--- config.mk ---
export PLATFORM = sky130hd
export DESIGN_NAME = scan_zone_nearest_wall_top_flat
export DESIGN_NICKNAME = d
export VERILOG_FILES = /design/src/hdl/szw_pkg.sv /design/src/hdl/szw_if.sv /design/src/hdl/scan_zone_nearest_wall_top.sv /design/src/flat_wrapper.sv
export SDC_FILE = /design/constraint.sdc
export NUM_CORES = 1
export LEC_CHECK = 0
export BUFFER_PORTS_ARGS = -buffer_cell sky130_fd_sc_hd__buf_2
export CAP_MARGIN = 20
export CORE_MARGIN = 3
export CORE_UTILIZATION = 40
export CTS_BUF_LIST = sky130_fd_sc_hd__clkbuf_4 sky130_fd_sc_hd__clkbuf_8
export DETAILED_ROUTE_END_ITERATION = 7
export HOLD_SLACK_MARGIN = 0.03
export PLACE_DENSITY = 0.68
export SLEW_MARGIN = 20
export SYNTH_ARGS = -nofsm -noshare
export SYNTH_HDL_FRONTEND = slang
export SYNTH_SLANG_ARGS = --single-unit
--- constraint.sdc ---
create_clock -name clk -period 15 [get_ports clk]
set_input_delay 1.5 -clock clk [delete_from_list [all_inputs] [get_ports clk]]
set_output_delay 1.5 -clock clk [all_outputs]
set_load 0.05 [all_outputs]
--- src/hdl/szw_pkg.sv ---
// ----------------------------------------------------------------------------
// szw_pkg
// Shared types and constants for the scan zone nearest wall detector.
// ----------------------------------------------------------------------------
package szw_pkg;

  localparam int POINT_W = 16;
  localparam int WALL_W  = 16;
  localparam int ROAD_W  = 12;
  localparam int ROBOT_W = 11;
  localparam int CFG_IDX_W = 1;

  // signed working width for coordinate compares
  localparam int CRD_W = POINT_W + 2;
  // unsigned width of a zone distance (magnitude of a point coordinate)
  localparam int DIST_W = POINT_W + 1;

  localparam int NZONE           = 5;
  localparam int ZONE_FRONT      = 0;
  localparam int ZONE_LEFT       = 1;
  localparam int ZONE_LEFT_REAR  = 2;
  localparam int ZONE_RIGHT      = 3;
  localparam int ZONE_RIGHT_REAR = 4;

  localparam int IDLE_DIST   = 10000;
  localparam int FRONT_X_MIN = 100;
  localparam int SIDE_MIN    = 21;
  localparam int BAND_MARGIN = 10;

  localparam logic [ROAD_W-1:0]  ROAD_RESET  = ROAD_W'(850);
  localparam logic [ROBOT_W-1:0] ROBOT_RESET = ROBOT_W'(350);

  typedef enum logic {
    OP_SCAN   = 1'b0,
    OP_GIMBAL = 1'b1
  } opcode_t;

  typedef enum logic [CFG_IDX_W-1:0] {
    CFG_PATH_WIDTH = 1'b0,
    CFG_BODY_WIDTH = 1'b1
  } cfg_index_t;

endpackage

--- src/hdl/szw_if.sv ---
// ----------------------------------------------------------------------------
// szw interfaces
// Valid/ready channels for scan samples, wall results and register writes.
// ----------------------------------------------------------------------------
interface szw_in_if;
  logic                               valid;
  logic                               ready;
  logic                               opcode;
  logic signed [szw_pkg::POINT_W-1:0] point_x;
  logic signed [szw_pkg::POINT_W-1:0] point_y;
  logic                               last_point;
  logic [szw_pkg::WALL_W-1:0]         gimbal_front;
  logic [szw_pkg::WALL_W-1:0]         gimbal_left;
  logic [szw_pkg::WALL_W-1:0]         gimbal_left_rear;
  logic [szw_pkg::WALL_W-1:0]         gimbal_right;
  logic [szw_pkg::WALL_W-1:0]         gimbal_right_rear;

  modport source (output valid, opcode, point_x, point_y, last_point, gimbal_front,
                  gimbal_left, gimbal_left_rear, gimbal_right, gimbal_right_rear,
                  input ready);
  modport sink   (input valid, opcode, point_x, point_y, last_point, gimbal_front,
                  gimbal_left, gimbal_left_rear, gimbal_right, gimbal_right_rear,
                  output ready);
endinterface

interface szw_out_if;
  logic                       valid;
  logic                       ready;
  logic [szw_pkg::WALL_W-1:0] front_wall;
  logic [szw_pkg::WALL_W-1:0] left_wall;
  logic [szw_pkg::WALL_W-1:0] left_rear_wall;
  logic [szw_pkg::WALL_W-1:0] right_wall;
  logic [szw_pkg::WALL_W-1:0] right_rear_wall;

  modport source (output valid, front_wall, left_wall, left_rear_wall, right_wall,
                  right_rear_wall, input ready);
  modport sink   (input valid, front_wall, left_wall, left_rear_wall, right_wall,
                  right_rear_wall, output ready);
endinterface

interface szw_cfg_if;
  logic                          valid;
  logic                          ready;
  logic [szw_pkg::CFG_IDX_W-1:0] index;
  logic [szw_pkg::ROAD_W-1:0]    data;

  modport source (output valid, index, data, input ready);
  modport sink   (input valid, index, data, output ready);
endinterface

--- src/hdl/scan_zone_nearest_wall_top.sv ---
// ----------------------------------------------------------------------------
// scan_zone_nearest_wall_top
// Nearest wall per zone from a stream of laser scan points and gimbal readings.
// ----------------------------------------------------------------------------
// Takes one request per clock, scan point or gimbal reading alike. Each scan
// point is sorted into the front, front-left, front-right, rear-left and
// rear-right zones with a handful of compares and folded into that zone's
// running minimum in the same cycle. The request that carries the last point
// of a scan produces one result from the single output register:
// per zone the smaller of the scan minimum and the held gimbal reading, after
// which the scan minima return to 10000. While a result sits in the output
// register and the receiver holds off, every request is stalled; a result taken
// in the same cycle frees the input at once, so requests can follow back to back.
// Register writes are taken at any time and are meant for idle periods.
// ----------------------------------------------------------------------------
module scan_zone_nearest_wall_top #(
  parameter int DISTANCE_BITS = 16
) (
  input  logic       clk,
  input  logic       rst,
  szw_in_if.sink     sample,
  szw_out_if.source  result,
  szw_cfg_if.sink    cfg
);

  localparam int DB     = DISTANCE_BITS;
  localparam int CMP_W  = (DB > szw_pkg::DIST_W) ? DB : szw_pkg::DIST_W;
  localparam int CRD_W  = szw_pkg::CRD_W;
  localparam logic [DB-1:0] DIST_MAX = '1;
  localparam int IDLE_INT = (szw_pkg::IDLE_DIST <= 2**DB - 1) ? szw_pkg::IDLE_DIST
                                                               : 2**DB - 1;
  localparam logic [DB-1:0] IDLE = DB'(IDLE_INT);
  localparam logic signed [CRD_W-1:0] X_MIN_S  = CRD_W'(szw_pkg::FRONT_X_MIN);
  localparam logic signed [CRD_W-1:0] SIDE_S   = CRD_W'(szw_pkg::SIDE_MIN);
  localparam logic signed [CRD_W-1:0] MARGIN_S = CRD_W'(szw_pkg::BAND_MARGIN);

  logic [szw_pkg::ROAD_W-1:0]  path_width;
  logic [szw_pkg::ROBOT_W-1:0] body_width;
  logic [DB-1:0] scan_min [szw_pkg::NZONE];
  logic [DB-1:0] held_gimbal [szw_pkg::NZONE];
  logic [DB-1:0] scan_min_next [szw_pkg::NZONE];
  logic [DB-1:0] merged [szw_pkg::NZONE];
  logic [szw_pkg::WALL_W-1:0] gimbal_in [szw_pkg::NZONE];
  logic [szw_pkg::WALL_W-1:0] wall [szw_pkg::NZONE];
  logic [szw_pkg::NZONE-1:0]  hit;
  logic [szw_pkg::DIST_W-1:0] zone_dist [szw_pkg::NZONE];
  logic                       out_valid;

  logic signed [CRD_W-1:0] x_s, y_s, neg_y, half_robot, half_road, band, rear_lo;
  logic front_x, in_band, side_front, rear, left_hit, right_hit;
  logic accept, is_scan, is_gimbal, emit;

  assign accept    = sample.valid && sample.ready;
  assign is_scan   = (szw_pkg::opcode_t'(sample.opcode) == szw_pkg::OP_SCAN);
  assign is_gimbal = (szw_pkg::opcode_t'(sample.opcode) == szw_pkg::OP_GIMBAL);
  assign emit      = accept && is_scan && sample.last_point;

  assign sample.ready = !out_valid || result.ready;
  assign cfg.ready    = 1'b1;

  // zone classification
  always_comb begin
    x_s        = CRD_W'(sample.point_x);
    y_s        = CRD_W'(sample.point_y);
    neg_y      = -y_s;
    half_robot = signed'(CRD_W'(body_width >> 1));
    half_road  = signed'(CRD_W'(path_width >> 1));
    band       = half_robot + MARGIN_S;
    rear_lo    = X_MIN_S - half_robot;
    front_x    = (x_s >= X_MIN_S);
    in_band    = (y_s > -band) && (y_s < band);
    side_front = front_x && (x_s <= half_road);
    rear       = !front_x && (x_s >= rear_lo);
    left_hit   = (y_s > SIDE_S);
    right_hit  = (neg_y > SIDE_S);

    hit[szw_pkg::ZONE_FRONT]       = front_x && in_band;
    hit[szw_pkg::ZONE_LEFT]        = side_front && left_hit;
    hit[szw_pkg::ZONE_RIGHT]       = side_front && right_hit;
    hit[szw_pkg::ZONE_LEFT_REAR]   = rear && left_hit;
    hit[szw_pkg::ZONE_RIGHT_REAR]  = rear && right_hit;

    zone_dist[szw_pkg::ZONE_FRONT]      = x_s[szw_pkg::DIST_W-1:0];
    zone_dist[szw_pkg::ZONE_LEFT]       = y_s[szw_pkg::DIST_W-1:0];
    zone_dist[szw_pkg::ZONE_LEFT_REAR]  = y_s[szw_pkg::DIST_W-1:0];
    zone_dist[szw_pkg::ZONE_RIGHT]      = neg_y[szw_pkg::DIST_W-1:0];
    zone_dist[szw_pkg::ZONE_RIGHT_REAR] = neg_y[szw_pkg::DIST_W-1:0];
  end

  always_comb begin
    gimbal_in[szw_pkg::ZONE_FRONT]      = sample.gimbal_front;
    gimbal_in[szw_pkg::ZONE_LEFT]       = sample.gimbal_left;
    gimbal_in[szw_pkg::ZONE_LEFT_REAR]  = sample.gimbal_left_rear;
    gimbal_in[szw_pkg::ZONE_RIGHT]      = sample.gimbal_right;
    gimbal_in[szw_pkg::ZONE_RIGHT_REAR] = sample.gimbal_right_rear;
  end

  // running minimum and merge with gimbal
  always_comb begin
    for (int z = 0; z < szw_pkg::NZONE; z++) begin
      if (hit[z] && (CMP_W'(zone_dist[z]) < CMP_W'(scan_min[z]))) begin
        scan_min_next[z] = DB'(zone_dist[z]);
      end else begin
        scan_min_next[z] = scan_min[z];
      end
      merged[z] = (scan_min_next[z] < held_gimbal[z]) ? scan_min_next[z] : held_gimbal[z];
    end
  end

  always_ff @(posedge clk) begin
    if (rst) begin
      path_width <= szw_pkg::ROAD_RESET;
      body_width <= szw_pkg::ROBOT_RESET;
    end else if (cfg.valid && cfg.ready) begin
      case (szw_pkg::cfg_index_t'(cfg.index))
        szw_pkg::CFG_PATH_WIDTH: path_width <= cfg.data;
        szw_pkg::CFG_BODY_WIDTH: body_width <= cfg.data[szw_pkg::ROBOT_W-1:0];
        default: ;
      endcase
    end
  end

  always_ff @(posedge clk) begin
    if (rst) begin
      for (int z = 0; z < szw_pkg::NZONE; z++) begin
        scan_min[z]    <= IDLE;
        held_gimbal[z] <= IDLE;
      end
    end else if (accept) begin
      for (int z = 0; z < szw_pkg::NZONE; z++) begin
        if (is_gimbal) begin
          held_gimbal[z] <= (CMP_W'(gimbal_in[z]) > CMP_W'(DIST_MAX)) ? DIST_MAX
                                                                      : DB'(gimbal_in[z]);
        end else if (sample.last_point) begin
          scan_min[z] <= IDLE;
        end else begin
          scan_min[z] <= scan_min_next[z];
        end
      end
    end
  end

  always_ff @(posedge clk) begin
    if (rst) begin
      out_valid <= 1'b0;
    end else if (emit) begin
      out_valid <= 1'b1;
    end else if (result.ready) begin
      out_valid <= 1'b0;
    end
  end

  always_ff @(posedge clk) begin
    if (emit) begin
      for (int z = 0; z < szw_pkg::NZONE; z++) begin
        wall[z] <= szw_pkg::WALL_W'(merged[z]);
      end
    end
  end

  assign result.valid           = out_valid;
  assign result.front_wall      = wall[szw_pkg::ZONE_FRONT];
  assign result.left_wall       = wall[szw_pkg::ZONE_LEFT];
  assign result.left_rear_wall  = wall[szw_pkg::ZONE_LEFT_REAR];
  assign result.right_wall      = wall[szw_pkg::ZONE_RIGHT];
  assign result.right_rear_wall = wall[szw_pkg::ZONE_RIGHT_REAR];

endmodule

--- src/flat_wrapper.sv ---
// flat-port wrapper written by rule: the top's interface ports become plain ports
module scan_zone_nearest_wall_top_flat 
#(
  parameter int DISTANCE_BITS = 16
)
  (clk, rst, sample_valid, sample_opcode, sample_point_x, sample_point_y, sample_last_point, sample_gimbal_front, sample_gimbal_left, sample_gimbal_left_rear, sample_gimbal_right, sample_gimbal_right_rear, sample_ready, result_valid, result_front_wall, result_left_wall, result_left_rear_wall, result_right_wall, result_right_rear_wall, result_ready, cfg_valid, cfg_index, cfg_data, cfg_ready);
  szw_in_if sample_i ();
  szw_out_if result_i ();
  szw_cfg_if cfg_i ();
  input  logic clk;
  input  logic rst;
  input wire logic [$bits(sample_i.valid)-1:0] sample_valid;
  input wire logic [$bits(sample_i.opcode)-1:0] sample_opcode;
  input wire logic [$bits(sample_i.point_x)-1:0] sample_point_x;
  input wire logic [$bits(sample_i.point_y)-1:0] sample_point_y;
  input wire logic [$bits(sample_i.last_point)-1:0] sample_last_point;
  input wire logic [$bits(sample_i.gimbal_front)-1:0] sample_gimbal_front;
  input wire logic [$bits(sample_i.gimbal_left)-1:0] sample_gimbal_left;
  input wire logic [$bits(sample_i.gimbal_left_rear)-1:0] sample_gimbal_left_rear;
  input wire logic [$bits(sample_i.gimbal_right)-1:0] sample_gimbal_right;
  input wire logic [$bits(sample_i.gimbal_right_rear)-1:0] sample_gimbal_right_rear;
  output wire logic [$bits(sample_i.ready)-1:0] sample_ready;
  output wire logic [$bits(result_i.valid)-1:0] result_valid;
  output wire logic [$bits(result_i.front_wall)-1:0] result_front_wall;
  output wire logic [$bits(result_i.left_wall)-1:0] result_left_wall;
  output wire logic [$bits(result_i.left_rear_wall)-1:0] result_left_rear_wall;
  output wire logic [$bits(result_i.right_wall)-1:0] result_right_wall;
  output wire logic [$bits(result_i.right_rear_wall)-1:0] result_right_rear_wall;
  input wire logic [$bits(result_i.ready)-1:0] result_ready;
  input wire logic [$bits(cfg_i.valid)-1:0] cfg_valid;
  input wire logic [$bits(cfg_i.index)-1:0] cfg_index;
  input wire logic [$bits(cfg_i.data)-1:0] cfg_data;
  output wire logic [$bits(cfg_i.ready)-1:0] cfg_ready;
  assign sample_i.valid = sample_valid;
  assign sample_i.opcode = sample_opcode;
  assign sample_i.point_x = sample_point_x;
  assign sample_i.point_y = sample_point_y;
  assign sample_i.last_point = sample_last_point;
  assign sample_i.gimbal_front = sample_gimbal_front;
  assign sample_i.gimbal_left = sample_gimbal_left;
  assign sample_i.gimbal_left_rear = sample_gimbal_left_rear;
  assign sample_i.gimbal_right = sample_gimbal_right;
  assign sample_i.gimbal_right_rear = sample_gimbal_right_rear;
  assign sample_ready = sample_i.ready;
  assign result_valid = result_i.valid;
  assign result_front_wall = result_i.front_wall;
  assign result_left_wall = result_i.left_wall;
  assign result_left_rear_wall = result_i.left_rear_wall;
  assign result_right_wall = result_i.right_wall;
  assign result_right_rear_wall = result_i.right_rear_wall;
  assign result_i.ready = result_ready;
  assign cfg_i.valid = cfg_valid;
  assign cfg_i.index = cfg_index;
  assign cfg_i.data = cfg_data;
  assign cfg_ready = cfg_i.ready;
  scan_zone_nearest_wall_top #(.DISTANCE_BITS(DISTANCE_BITS)) u_core (.clk(clk), .rst(rst), .sample(sample_i), .result(result_i), .cfg(cfg_i));
endmodule
-- Word level (Yosys, flattened, before mapping)
Memories as Yosys holds them, arrays and structs flattened.
Cells that the tools add are included.
- bits in registers: 24
- bits in writable memories: 240
- logic and storage cells: 111
- memories kept: 3
- add/subtract/negate cells: 4
- order comparisons: 17
- muxes and demuxes: 45
- bitwise operators: 17
- reduce and logical (&&, ||, !) cells: 22
- memories (name ; depth ; bits a word ; read ports ; clocked after Yosys merged registers in ; wr ports ; RTL line ; text):
    u_core.held_gimbal ; 5 ; 16 ; 5 ; 0 ; 5 ; scan_zone_nearest_wall_top.sv:40 ; logic [DB-1:0] held_gimbal [szw_pkg::NZONE];
    u_core.scan_min ; 5 ; 16 ; 5 ; 0 ; 5 ; scan_zone_nearest_wall_top.sv:39 ; logic [DB-1:0] scan_min [szw_pkg::NZONE];
    u_core.wall ; 5 ; 16 ; 5 ; 0 ; 5 ; scan_zone_nearest_wall_top.sv:44 ; logic [szw_pkg::WALL_W-1:0] wall [szw_pkg::NZONE];
- operators by type and width (cell ; count):
    16-bit two-way mux ; 25
    17-bit by 16-bit less-than comparator with 1-bit output ; 5
    16-bit less-than comparator ; 5
    1-bit two-way mux ; 20
    16-bit by 18-bit > comparator with 1-bit output ; 1
    18-bit by 6-bit > comparator with 1-bit output, second input constant ; 1
    16-bit negator with 18-bit output ; 1
    18-bit negator ; 1
    16-bit by 11-bit greater-or-equal comparator with 1-bit output ; 1
    16-bit by 8-bit greater-or-equal comparator with 1-bit output, second input constant ; 1
    16-bit by 6-bit > comparator with 1-bit output, second input constant ; 1
    16-bit by 12-bit less-or-equal comparator with 1-bit output ; 1
    1-bit logical AND ; 16
    16-bit by 12-bit less-than comparator with 1-bit output ; 1
    1-bit bitwise OR ; 15
    10-bit by 4-bit adder with 11-bit output, second input constant ; 1
    7-bit by 10-bit subtractor with 11-bit output, first input constant ; 1
    2-bit AND reduction ; 2
    1-bit zero test ; 2
    1-bit NOT ; 2
    2-bit nonzero test ; 1
    1-bit logical OR ; 1

-- Depth between registers and ports, before layout
Gate-level depths: netlist of the first run.
- depth after elaboration: 9
- depth in mapped cells: 30
- gate-level depth less buffers: 26

-- Least setup slack after synthesis of the first run
Ideal clock, no wire load.
- path kind: input port to flip-flop
- start: input sample_point_y[0]
- end: memory u_core.wall[0][53] in the netlist's numbering (data pin)
- setup time: 0.266 ns
- arrival time: 7.147 ns
- data required time: 14.734 ns
- path slack: 7.588 ns
- stages on the path: 30
- buffers on the path: 6
- cells stage by stage: clkbuf_1 inv_1 ha_1 or4b_4 buf_6 nor4_1 xnor2_1 ha_1 a21o_1 a21o_1 a21oi_1 nand2b_1 o21ai_0 and4_4 buf_6 buf_1 mux2i_1 inv_1 ha_1 a21o_1 a21o_1 a21oi_1 o21ai_0 a31oi_1 o21ai_0 nor4_4 nor3b_2 buf_6 buf_6 mux2i_1
- RTL lines (what ; RTL line ; text):
    start: declaration ; flat_wrapper.sv:15 ; input wire logic [$bits(sample_i.point_y)-1:0] sample_point_y;
    end: declaration ; scan_zone_nearest_wall_top.sv:44 ;

==> metrics list, run 1 <==
- In this run the critical register-to-register path is launched from u_core.body_width[2].
* Number of gates resized after CTS: 0
- Buffer type at the clock tree root: sky130_fd_sc_hd__clkbuf_8
* Gate count of the mapped netlist: ~1.6k
* Required time reported for the critical path endpoint: approximately 15 ns
- DIE WIDTH: about 210 µm
- The critical path starts at sample_point_y[0].
- Achievable Freq: between 0.1 and 0.15 GHz
- When the netlist entered floorplanning its net count stood at roughly 1.9k.
- Result of the run: complete, no violations
* Async SR Flop Fraction: 0%
* Mean post-synth cell area: ~11 µm²
- Combined area of the multi-input logic cells: 8600 µm²
- First-pass GRT wire length: 69.8 mm
- Worst VDD drop: approximately 0.000064 V
- For this run, the post-layout net count is around 2.1k.
- Worst flop-to-flop path endpoint: u_core.wall[0][73]
- Share of the yosys chip area belonging to registers: between 40 and 50%
* Row cnt: between 70 and 80
- The most critical setup path has its endpoint at u_core.wall[0][73].
- Total routing resource utilization after global routing: 19.6%
- In this run the worst path has a maximum fanout of 16.
- In this run the vertical extent of the chip is between 200 and 250 µm.
* Cell area after synthesis: approximately 17000 µm²
- Counting along the longest clock path gives a buffer depth of 3.
- Total Power: 2.02 mW
* Number of post-CTS setup repair buffers: 0
- Core ar.: roughly 42000 µm²
- Effective utilization at floorplan: about two fifths
- Flop2flop setup slack: between 7 and 8 ns
* Post-layout worst setup margin: 6.52 ns
- Global placer's final weighted congestion: slightly below 0.9
* Number of cells on the worst hold path: 2
- Data arrival, critical path: roughly 9 ns
- Via count of the routed design: between 10k and 15k
- In the finished design, the share of the clock period the worst path needs comes to between 50 and 60%.
* Post-layout minimum cycle time: 8.48 ns
- Kind of path behind the tightest hold check: reg -> reg
* Total length of routed wires: 44.4 mm
* Hold-fix buffer count after cts: 0
- The post-route netlist has approximately a quarter of its cells at a drive strength greater than 1.
* Max-slew violation count: 0
- The filler cells instantiated in the layout total ~4k.
* Number of routed nets with antenna violations: 0
* Storage element area: 7650 µm²
- TritonCTS clock tree: done
- Critical path capture point type: register
* Cells on worst reg2reg path: 23
- Count of different cell masters after synthesis: 73
- Startpoint-to-endpoint class of the critical path: in -> reg
- For this run, design rule violations remaining after detail routing come to 0.
- Clock transition time at the flip-flop clock pins of the worst setup and hold paths: about 0.060 ns
- In this run the tool buffered the top-level ports with ~210 buffer cells.
* Static leakage power: roughly 8.6 nW
* Synth Register Bits: roughly 260
- Wire length per cell: about 19 µm
- Final setup vio count: 0
* Pin count of the biggest net entering global routing: 66
- For this run, the number of Yosys warnings is 0.
- Post-placement setup slack: approximately 6 ns
* Max_cap viols: 0
- Setup skew after layout: roughly 0.032 ns
- The initial antenna violation count was 10.
- At the pin with the least slew margin, the transition time is around 1.1 ns.
- DP HPWL: ~33 mm
* Number of enable flip-flop cells after synthesis: 240
* Post-detailed-route via-to-cell ratio: approximately 5.3
- For the final routed database, the setup TNS stands at 0 ns.
* Iteration count of the initial detailed-routing pass: 5
* Number of CTS-inserted buffers: 50
- Counting every sink on the clock net gives approximately 260.
* Number of failing hold endpoints at the final stage: 0
- At the later pin of the worst-skew pair, clock insertion delay measures between 0.6 and 0.7 ns.
- Die footprint: ~46000 µm²
- Startpoint type of the worst setup path: input port
* Most common flop cell mapped by yosys: sky130_fd_sc_hd__edfxtp_1
- Unrepaired setup endpoints after global routing: false
* Total global routing overflow: 0
* Drt initial violations: 641
- Worst slew slack as a fraction of its limit: between 20% and 30%
- I/O pin total: 215
* Total power density per cell area: roughly 100 nW/µm²
* H-tree levels: 2
- The number of global-route vias before repair came to approximately 13k.
- Compared with the post-synthesis result, the final layout area differs by 16.1%.
-- how the worst min path moves through the flow --
stage,start,slack (ns),end
after detailed placement,u_core.path_width[11],0.45,u_core.path_width[11]
after floorplan,u_core.path_width[10],0.44,u_core.path_width[10]
after global routing,u_core.path_width[10],0.48,u_core.path_width[10]
after global placement,u_core.path_width[7],0.44,u_core.path_width[7]
after CTS,u_core.path_width[10],0.46,u_core.path_width[10]
final,u_core.path_width[11],0.46,u_core.path_width[11]
-- where the power goes --
group / total (mW) / internal (mW) / switching, mW
clock network: 0.825 / 0.496 / 0.329
logic: 0.344 / 0.136 / 0.207
registers: 0.854 / 0.837 / 0.0166
-- critical path: stages --
cell	delay, ns
sky130_fd_sc_hd__buf_2	0.22
sky130_fd_sc_hd__inv_1	0.25
sky130_fd_sc_hd__ha_1	0.35
sky130_fd_sc_hd__or4b_4	0.57
sky130_fd_sc_hd__nor4_1	0.31
sky130_fd_sc_hd__xnor2_1	0.30
sky130_fd_sc_hd__ha_1	0.35
sky130_fd_sc_hd__a21o_1	0.17
sky130_fd_sc_hd__a211oi_1	0.29
sky130_fd_sc_hd__nand4_1	0.14
sky130_fd_sc_hd__a221oi_1	0.46
sky130_fd_sc_hd__nand4_1	0.73
sky130_fd_sc_hd__mux2_2	0.58
sky130_fd_sc_hd__ha_1	0.32
sky130_fd_sc_hd__a21oi_1	0.14
sky130_fd_sc_hd__nor2b_1	0.06
sky130_fd_sc_hd__o21ai_0	0.14
sky130_fd_sc_hd__nand2b_1	0.11
sky130_fd_sc_hd__a2111oi_0	0.50
sky130_fd_sc_hd__o31ai_1	0.14
sky130_fd_sc_hd__a31oi_2	0.77
sky130_fd_sc_hd__mux2_1	0.42
-- state kept, by name (all words and copies together) (netlist names) --
signal	count
u_core.path_width	11
u_core.result.valid	1
u_core.body_width	10
u_core.held_gimbal	80
u_core.scan_min	80
u_core.wall	80
-- cell usage after synthesis, drive strengths merged (3+ instances only) --
cell type	number	area (µm²)
a31oi	8	56.3
xor2	14	123
buf	11	93.8
o2111ai	6	52.6
and4b	3	30.0
and4	3	28.8
edfxtp	240	7210
a21o	31	233
nor2b	20	125
dfxtp	22	440
o31ai	3	22.5
or4	3	22.5
nand2	68	255
nor3	16	80.1
xnor2	22	193
mux2	118	1330
nand3b	3	22.5
and3	13	81.3
a211o	12	105
o21ai	38	190
nor3b	3	27.5
nand2b	34	213
clkbuf	45	169
and2	97	607
nor2	65	244
ha	210	2630
a211oi	8	60.1
o211ai	7	52.6
nor4	13	111
a2111oi	5	43.8
or3	33	206
a41oi	4	35.0
a21oi	77	385
nand3	21	105
mux2i	34	340
o21a	7	52.6
nand4	33	206
inv	192	721
-- metal layers --
metal	wire length (µm)	global-route usage, %	up-vias
met3	2350	3.39	83
met2	20800	32.6	326
met4	1230	7.11	6
met5	34	0	-
li1	-	-	6162
met1	20000	25.7	6156
-- final cells by class --
type,count,share of cell area (%)
Multi-Input combinational cell,1067,43.0
Antenna cell,6,0.0751
Inverter,192,3.61
Tap cell,539,3.37
Clock inverter,30,1.78
Clock buffer,64,4.06
Timing Repair Buffer,225,5.80
Sequential cell,262,38.3
-- kinds of logic after synthesis --
group | count (synthesis) | synth area share [%]
AO/OA/AOI/OAI | 231 | 8.81
multiplexers | 152 | 9.70
AND/OR/NAND/NOR | 437 | 14.2
adder cells (fa/ha/maj) | 210 | 15.3
other | 1 | 0.0218
XOR/XNOR | 36 | 1.83
flip-flops | 262 | 44.4
buffers and inverters | 248 | 5.71
-- through the flow --
step / utilization (%) / instances / area, µm² / hold WS (ns)
after floorplan: - / 1577 / 17200 / 0.436
after global placement: 44.5 / 2285 / 18800 / 0.444
after detailed placement: 44.5 / 2285 / 18800 / 0.450
after CTS: 47.3 / 2379 / 20000 / 0.463
after global routing: 47.3 / 2384 / 20000 / 0.481
final: 47.3 / 2385 / 20000 / 0.462
-- cells in the final DEF (no fill, tap or decap), types with 14 or more instances in the layout --
| cell type | instances |
|---|---|
| sky130_fd_sc_hd__dfxtp_1 | 22 |
| sky130_fd_sc_hd__nand2_1 | 68 |
| sky130_fd_sc_hd__nor2b_1 | 20 |
| sky130_fd_sc_hd__xnor2_1 | 22 |
| sky130_fd_sc_hd__mux2_2 | 108 |
| sky130_fd_sc_hd__ha_1 | 210 |
| sky130_fd_sc_hd__nand2b_1 | 33 |
| sky130_fd_sc_hd__or3_1 | 33 |
| sky130_fd_sc_hd__buf_2 | 212 |
| sky130_fd_sc_hd__o21ai_0 | 37 |
| sky130_fd_sc_hd__mux2i_1 | 34 |
| sky130_fd_sc_hd__nor3_1 | 16 |
| sky130_fd_sc_hd__inv_1 | 191 |
| sky130_fd_sc_hd__a21oi_1 | 77 |
| sky130_fd_sc_hd__edfxtp_1 | 240 |
| sky130_fd_sc_hd__nor2_1 | 64 |
| sky130_fd_sc_hd__xor2_1 | 14 |
| sky130_fd_sc_hd__nand4_1 | 33 |
| sky130_fd_sc_hd__nand3_1 | 21 |
| sky130_fd_sc_hd__clkbuf_8 | 53 |
| sky130_fd_sc_hd__and2_1 | 97 |
| sky130_fd_sc_hd__a21o_1 | 31 |
(Power assumes the default switching activity.)
==> inputs of run 2 (changes only) <==
--- a/config.mk
+++ b/config.mk
@@ -5,6 +5,7 @@
 export SDC_FILE = /design/constraint.sdc
 export NUM_CORES = 1
 export LEC_CHECK = 0
+export ABC_AREA = 1
 export BUFFER_PORTS_ARGS = -buffer_cell sky130_fd_sc_hd__buf_2
 export CAP_MARGIN = 20
 export CORE_MARGIN = 3
@@ -12,7 +13,7 @@
 export CTS_BUF_LIST = sky130_fd_sc_hd__clkbuf_4 sky130_fd_sc_hd__clkbuf_8
 export DETAILED_ROUTE_END_ITERATION = 7
 export HOLD_SLACK_MARGIN = 0.03
-export PLACE_DENSITY = 0.68
+export PLACE_DENSITY = 0.7
 export SLEW_MARGIN = 20
 export SYNTH_ARGS = -nofsm -noshare
 export SYNTH_HDL_FRONTEND = slang
==> constraint.sdc (replaced) <==
create_clock -name clk -period 7.8 [get_ports clk]
set_input_delay 0.78 -clock clk [delete_from_list [all_inputs] [get_ports clk]]
set_output_delay 0.78 -clock clk [all_outputs]
set_load 0.05 [all_outputs]
==> metrics list, run 2 <==
- Result of the run: complete, no violations
- The highest net fanout along the worst path was 30 (+14).
- The number of nets in the layout came to 2723 (+27%).
- Most frequent cell after synthesis: sky130_fd_sc_hd__nand2_1
- The number of gates resized after cts was 0 (unchanged).
* Max-slew violation count: 0 (unchanged)
- Post-synth top area share: 40.3% (-1.6 points)
- The aggregate global routing overflow came to 0 (unchanged).
- I/O pin total: 215 (unchanged)
- The worst max-slew margin expressed relative to the limit was 34.4% (+5.7 points).
- H-tree levels: 2 (unchanged)
* Static leakage power: 10.3 nW (+19%)
- Switching fraction of total power: 30.7% (+3.4 points)
- The worst setup skew after layout came to 0.0471 ns (+0.0150 ns).
- Storage element area: 7650 µm² (unchanged)
- The number of distinct library cells after synthesis was 46 (-37%).
* Largest cells by area after synthesis: sky130_fd_sc_hd__edfxtp_1, sky130_fd_sc_hd__ha_1, sky130_fd_sc_hd__nand2_1
* Final design utilization: 46.9% (-0.41 points)
* Mean post-synth cell area: 8.28 µm² (-24%)
- Drt initial violations: 1001 (+56%)
* Clk sink count: 262 (unchanged)
* Most common library cells after synthesis: sky130_fd_sc_hd__nand2_1, sky130_fd_sc_hd__inv_1, sky130_fd_sc_hd__edfxtp_1
- The wire length after detailed routing came to 46.0 mm (+3.4%).
* Maximum number of buffers from clock root to sink: 3 (unchanged)
* Post-detailed-route via-to-cell ratio: 4.90 (-8.3%)
* Die Ht: 217 µm (+1.9%)
- The clock-pin slew on the worst setup and hold paths is 0.06 ns (about the same).
- The overall routing resource usage is 19.4% (-0.16 points).
* Startpoint-to-endpoint class of the critical path: reg -> reg
- Combinational power share: 20.3% (+3.3 points)
- The clock group share of total power was 34.9% (-5.9 points).
* Most Frequent Cell on Critical Path: sky130_fd_sc_hd__nand2_1
- STA classifies the critical path startpoint as a register.
- Commonest cells after routing, fill and taps aside: sky130_fd_sc_hd__nand2_1, sky130_fd_sc_hd__inv_1, sky130_fd_sc_hd__edfxtp_1
* Clk_lat worst skew: 0.64 ns (+0.02 ns)
- Iteration count of the initial detailed-routing pass: 7 (+2)
- Filler cell count in the final layout: 4231 (+8.0%)
* Max_cap viols: 0 (unchanged)
* Pin count of the biggest net entering global routing: 67 (+1.5%)
- The stage delay of the slowest cell on the critical path was 0.75 ns (-0.02 ns).
- The count of buffers inserted at the top-level ports is 212 (unchanged).
- Of all cell types, the one taking the most synthesized area is sky130_fd_sc_hd__edfxtp_1.
- DP HPWL: 34.3 mm (+5.4%)
- Timing would allow up to roughly 0.16 GHz.
- Total power density per cell area: 181 nW/µm² (+78%)
- Core ar.: 43600 µm² (+3.4%)
- Number of failing hold endpoints at the final stage: 0 (unchanged)
* Number of enable flip-flop cells after synthesis: 240 (unchanged)
* Die footprint: 47300 µm² (+3.8%)
* Sequential group share of total power: 44.8% (+2.6 points)
* Share of cells above drive strength 1: 17.3% (-6.2 points)
- Of the available clock period, the critical path in the final layout requires between 80 and 90%.
- Data arrival, critical path: 6.81 ns (-2.01 ns)
* Global placer's final weighted congestion: 0.889 (+1.1%)
- Synth Register Bits: 262 (unchanged)
- Design internal power: 2.56 mW (+74%)
- Gate count of the mapped netlist: 2159 (+37%)
- The number of post-CTS setup repair buffers is 0 (unchanged).
- Warnings from Yosys: 0 (unchanged)
- Registers with the most flip-flops: u_core.held_gimbal (80), u_core.scan_min (80), u_core.wall (80)
- Combined area of the multi-input logic cells: 8450 µm² (-1.8%)
- Setup TNS: 0 ns (unchanged)
- Final setup vio count: 0 (unchanged)
- Most common flop cell mapped by yosys: sky130_fd_sc_hd__edfxtp_1
- The post-synthesis net count came to 2501 (+30%).
* Unrepaired setup endpoints after global routing: false
* Number of global-route vias before repair: 14.5k (+11%)
* Row cnt: 76 (+1.3%)
* Post-layout minimum cycle time: 6.44 ns
* DRC errors left: 0 (unchanged)
- The path class of the tightest hold or removal check is in -> reg.
- TritonCTS clock tree: done
- Cell area after synthesis: 17900 µm² (+3.9%)
- Leaving out fill and tap cells, the most frequent cell in the layout is sky130_fd_sc_hd__nand2_1.
* DIE WIDTH: 217 µm (+1.9%)
- Critical path capture point type: register
* Number of routed nets with antenna violations: 0 (unchanged)
- The first-pass GRT wire length came to 73.5 mm (+5.2%).
* Required time reported for the critical path endpoint: 8.18 ns (-7.16 ns)
- The largest individual stage delay along the critical path comes from the cell sky130_fd_sc_hd__nor3_1.
* Async SR Flop Fraction: 0% (unchanged)
- Share of the yosys chip area belonging to registers: 42.8% (-1.7 points)
- Wire length per cell: 15.3 µm (-18%)
* Hold-fix buffer count after cts: 0 (unchanged)
- The slew of the pin with the lowest slew margin is 0.977 ns (-0.0832 ns).
- Buffer type at the clock tree root: sky130_fd_sc_hd__clkbuf_8
- The peak ir drop on the vdd network was 0.000117 V (+83%).
* Initial antenna violation count: 2 (-8)
- The overall via count from detail_route came to 14.7k (+15%).
- Effective utilization at floorplan: 41.0% (+0.22 points)
- Area growth from synthesis to layout: 14.5%
- The TritonCTS buffer count came to 49 (-2.0%).
- Switching power: 1.14 mW (+110%)
run 2: layout make-up:
| class | instances | area share [%] |
|---|---|---|
| tap | 585 | 3.57 |
| clock buffer | 61 | 3.85 |
| inverter | 414 | 7.59 |
| clock inverter | 21 | 0.611 |
| antenna | 2 | 0.0244 |
| timing repair buffer | 226 | 5.75 |
| multi-input combinational | 1428 | 41.3 |
| sequential | 262 | 37.3 |
run 2: worst paths after layout:
kind	from	to	slack, ns	cells past startpoint
hold reg to reg	u_core.path_width[7]	u_core.path_width[7]	0.46	2
hold / removal	sample_gimbal_right[4]	u_core.held_gimbal[0][52]	0.41	2
setup / recovery	u_core.body_width[3]	u_core.wall[0][5]	1.36	27
setup reg to reg	u_core.body_width[3]	u_core.wall[0][5]	1.36	27
run 2: per-stage QoR:
step	power (mW)	cells	hold WS [ns]	setup slack, ns	cell area (µm²)
final	3.70	2999	0.412	1.36	20500
after global routing	3.91	2999	0.375	0.545	20500
after CTS	3.74	2996	0.356	1.36	20500
after detailed placement	2.43	2914	0.453	1.35	19500
after global placement	2.40	2914	0.450	1.56	19500
after floorplan	2.22	2159	0.433	0.219	17900
run 2: power groups by stage:
| stage | logic (mW) | registers [mW] | clock network (mW) |
|---|---|---|---|
| floorplan | 0.479 | 1.75 | 0 |
| global placement | 0.721 | 1.68 | 0 |
| detailed placement | 0.748 | 1.68 | 0 |
| CTS | 0.753 | 1.66 | 1.33 |
| global route | 0.855 | 1.66 | 1.40 |
| finish | 0.751 | 1.65 | 1.29 |
run 2: critical path, delay by kind of cell (launching register included):
kind,cells,cell delay (ns)
buffers and inverters,4,0.40
adder cells (fa/ha/maj),2,0.62
flip-flops,1,0.47
AND/OR/NAND/NOR,16,3.40
AO/OA/AOI/OAI,5,1.30
run 2: cell families (layout without fill, tap and decap cells):
kind of cell    after synthesis  in the layout  share of synthesized area [%]
fa+ha+maj                   210            210                           14.7
simple gates                964            964                           24.1
compound gates              230            230                           7.20
buf+inv                     469            722                           10.1
other cells                   1              3                         0.0210
flops                       262            262                           42.8
xor+xnor                     23             23                           1.13
run 2: per-layer routing:
layer / vias to the layer above / global-route usage [%] / part of all wire (%)
met5: - / 0 / 0
met4: 0 / 7.98 / 3.4
met3: 89 / 3.11 / 5.8
met2: 404 / 31.6 / 46
met1: 6748 / 25.8 / 45
li1: 7447 / - / -
==> inputs of run 3 (changes only) <==
--- a/config.mk
+++ b/config.mk
@@ -13,7 +13,7 @@
 export CTS_BUF_LIST = sky130_fd_sc_hd__clkbuf_4 sky130_fd_sc_hd__clkbuf_8
 export DETAILED_ROUTE_END_ITERATION = 7
 export HOLD_SLACK_MARGIN = 0.03
-export PLACE_DENSITY = 0.7
+export PLACE_DENSITY = 0.67
 export SLEW_MARGIN = 20
 export SYNTH_ARGS = -nofsm -noshare
 export SYNTH_HDL_FRONTEND = slang
==> constraint.sdc (replaced) <==
create_clock -name clk -period 6.69 [get_ports clk]
set_input_delay 0.669 -clock clk [delete_from_list [all_inputs] [get_ports clk]]
set_output_delay 0.669 -clock clk [all_outputs]
set_load 0.05 [all_outputs]
==> metrics list, run 3 (synthesized netlist as in run 2, its figures left out) <==
- Result of the run: complete, no violations
* Required time reported for the critical path endpoint: 7.04 ns (-1.14 ns)
- The cell-internal power came to 3.32 mW (+30%).
- The die extent in y was 217 µm (unchanged).
- Worst slew slack as a fraction of its limit: 37.7% (+3.3 points)
- Critical Path Max Stage Delay: 0.63 ns (-0.12 ns)
- Total global routing overflow: 0 (unchanged)
- The count of buffers inserted at the top-level ports is 212 (unchanged).
* Largest fanout of any net on the critical path: 18 (-40%)
- The ratio of final minimum period to clock period came to 89.5% (+6.9 points).
* Iteration count of the initial detailed-routing pass: 5 (-2)
- Post-detailed-route via-to-cell ratio: 4.83 (-1.3%)
- Row cnt: 76 (unchanged)
- Max_cap viols: 0 (unchanged)
- The share of power burned in combinational logic was 18.8% (-1.5 points).
- Non-filler cells, final: 3014 (+0.50%)
- Share of cells above drive strength 1: 17.9% (+0.59 points)
- The slack of the critical path is 0.705 ns (-0.658 ns).
- The number of gates resized after cts is 0 (unchanged).
- Most Frequent Cell on Critical Path: sky130_fd_sc_hd__nand2_1
- The switching part of the total is 29.0% (-1.8 points).
- The initial core utilization was 41.0% (unchanged).
- The area of the core is 43600 µm² (unchanged).
- Total power density per cell area: 225 nW/µm² (+24%)
- H-tree levels: 2 (unchanged)
* Global placer's final weighted congestion: 0.906 (+1.9%)
* Via count of the routed design: 14.6k (-0.81%)
* Worst VDD drop: 0.000154 V (+31%)
- I/O pin total: 215 (unchanged)
* Number of routed nets with antenna violations: 0 (unchanged)
* Registers with the most flip-flops: u_core.held_gimbal (80), u_core.scan_min (80), u_core.wall (80)
- Pin count of the biggest net entering global routing: 67 (unchanged)
- Setup TNS: 0 ns (unchanged)
- Worst flop-to-flop path endpoint: u_core.wall[0][9]
- STA classifies the critical path startpoint as a register.
- Die footprint: 47300 µm² (unchanged)
* Setup skew after layout: 0.0144 ns (-0.0327 ns)
* Maximum number of buffers from clock root to sink: 3 (unchanged)
- Critical path capture point type: register
- Switching power: 1.35 mW (+19%)
* Number of post-CTS setup repair buffers: 0 (unchanged)
* Clk_lat worst skew: 0.60 ns (-0.04 ns)
- Total routing resource utilization after global routing: 19.2% (-0.22 points)
- Number of global-route vias before repair: 14.4k (-1.0%)
- For hold timing, the worst endpoint is u_core.path_width[9].
- The setup path with the least slack is of type reg -> reg.
- The worst slack at placement was 0.467 ns (-0.883 ns).
- Achievable Freq: 0.167 GHz (+7.5%)
- The number of violations reported at the end of detailed-routing iteration 0 came to 926 (-7.5%).
* Worst Tran Pin Value: 0.935 ns (-0.0417 ns)
- Clock transition time at the flip-flop clock pins of the worst setup and hold paths: 0.06 ns (about the same)
- DIE WIDTH: 217 µm (unchanged)
- The worst hold path begins at cfg_data[9].
* Static leakage power: 10.4 nW (+1.5%)
- Wire length per cell: 15.1 µm (-1.1%)
- For this design, the slowest cell found on the critical path is sky130_fd_sc_hd__o21ai_0.
- Post-layout minimum cycle time: 5.99 ns (-0.452 ns)
- Crit Reg-Reg Startpoint: u_core.body_width[3]
- Number of failing hold endpoints at the final stage: 0 (unchanged)
- The number of fillers in the final layout is 4213 (-0.43%).
- Count of nets after finishing: 2732 (+0.33%)
- The clock group share of total power was 39.9% (+5.0 points).
* Most frequent standard cell in the layout excluding fill and tap cells: sky130_fd_sc_hd__nand2_1
- Final setup vio count: 0 (unchanged)
- The share of power burned in registers was 41.3% (-3.5 points).
- In the layout the commonest cells are sky130_fd_sc_hd__nand2_1, sky130_fd_sc_hd__inv_1, sky130_fd_sc_hd__edfxtp_1.
- Relative to the synthesized area, the layout overhead comes to 16.3%.
- The max-slew violation total from the final report came to 0 (unchanged).
- TritonCTS built the clock tree.
- The worst reg-to-reg setup slack was 0.70 ns (-0.66 ns).
- Hold-fix buffer count after cts: 0 (unchanged)
- Total length of routed wires: 45.7 mm (-0.64%)
- The path depth of the worst reg2reg path was 28 (+3.7%).
- The number of cells after detailed placement is 2923 (+0.31%).
- The total half-perimeter wirelength after legalization and detailed placement was 34.0 mm (-0.89%).
* First-pass GRT wire length: 72.9 mm (-0.71%)
- The TritonCTS buffer count came to 50 (+2.0%).
* Data arrival, critical path: 6.34 ns (-0.47 ns)
- Clk sink count: 262 (unchanged)
- In this run the worst hold path is classified as in -> reg.
- Buffer type at the clock tree root: sky130_fd_sc_hd__clkbuf_8
* Unrepaired setup endpoints after global routing: false
- The number of stages on the worst hold path is 3 (+1).
* DRC errors left: 0 (unchanged)
* Initial antenna violation count: 1 (-1)
run 3: cell count changes in the layout (fill, tap and decap cells not counted), moves of 2 or more:
cell                        previous run  this run
sky130_fd_sc_hd__bufinv_16             1        10
sky130_fd_sc_hd__buf_4                13        21
sky130_fd_sc_hd__o21ai_0              78        75
sky130_fd_sc_hd__o21ai_1               3         6
sky130_fd_sc_hd__clkbuf_8             53        51
sky130_fd_sc_hd__clkinv_2              6         8
run 3: per-stage QoR:
step	hold WS, ns	util [%]	power, mW	cell area (µm²)
floorplan	0.433	-	2.59	17900
global placement	0.451	44.9	2.81	19600
detailed placement	0.464	45.0	2.84	19600
CTS	0.251	47.6	4.73	20800
global route	0.276	47.6	4.92	20800
finish	0.310	47.6	4.67	20800
run 3: worst max-delay path by stage:
stage / startpoint / endpoint / slack [ns] / depth (start not counted)
after global routing: u_core.body_width[3] / u_core.wall[0][13] / 0.14 / 29
after floorplan: result_ready / u_core.held_gimbal[0][0] / 1.38 / 4
after CTS: u_core.body_width[3] / u_core.wall[0][9] / 0.44 / 25
final: u_core.body_width[3] / u_core.wall[0][9] / 0.70 / 28
after global placement: u_core.body_width[3] / u_core.wall[0][7] / 0.53 / 27
after detailed placement: u_core.body_width[3] / u_core.wall[0][11] / 0.47 / 25
run 3: worst max-delay path: cells and delay by family (launching register included):
| family | cells | cell delay [ns] |
|---|---|---|
| compound gates | 1 | 0.63 |
| flops | 1 | 0.46 |
| fa+ha+maj | 3 | 0.88 |
| simple gates | 22 | 3.22 |
| xor+xnor | 2 | 0.56 |
run 3: per-layer routing:
metal	up-vias	GRT usage (%)	wire length [µm]
li1	7470	-	-
met1	6664	25.6	20800
met2	367	32.1	21200
met3	68	3.02	2550
met4	0	5.89	1100
met5	-	0	0
run 3: final cells by class:
cell class | count | area [µm²] | share of cell area [%]
Inverter | 414 | 1550 | 7.47
Antenna cell | 1 | 2.50 | 0.0120
Clock buffer | 58 | 754 | 3.63
Sequential cell | 262 | 7650 | 36.8
Clock inverter | 32 | 397 | 1.91
Tap cell | 585 | 732 | 3.52
Timing Repair Buffer | 234 | 1250 | 5.99
Multi-Input combinational cell | 1428 | 8460 | 40.7
run 3: power by group through the flow:
stage          registers, mW  logic (mW)  clock network, mW
3_3_place_gp            1.96       0.850                  0
4_1_cts                 1.93       0.883               1.92
6_report                1.93       0.880               1.86
3_5_place_dp            1.96       0.877                  0
2_1_floorplan           2.03       0.558                  0
5_1_grt                 1.94        1.00               1.98
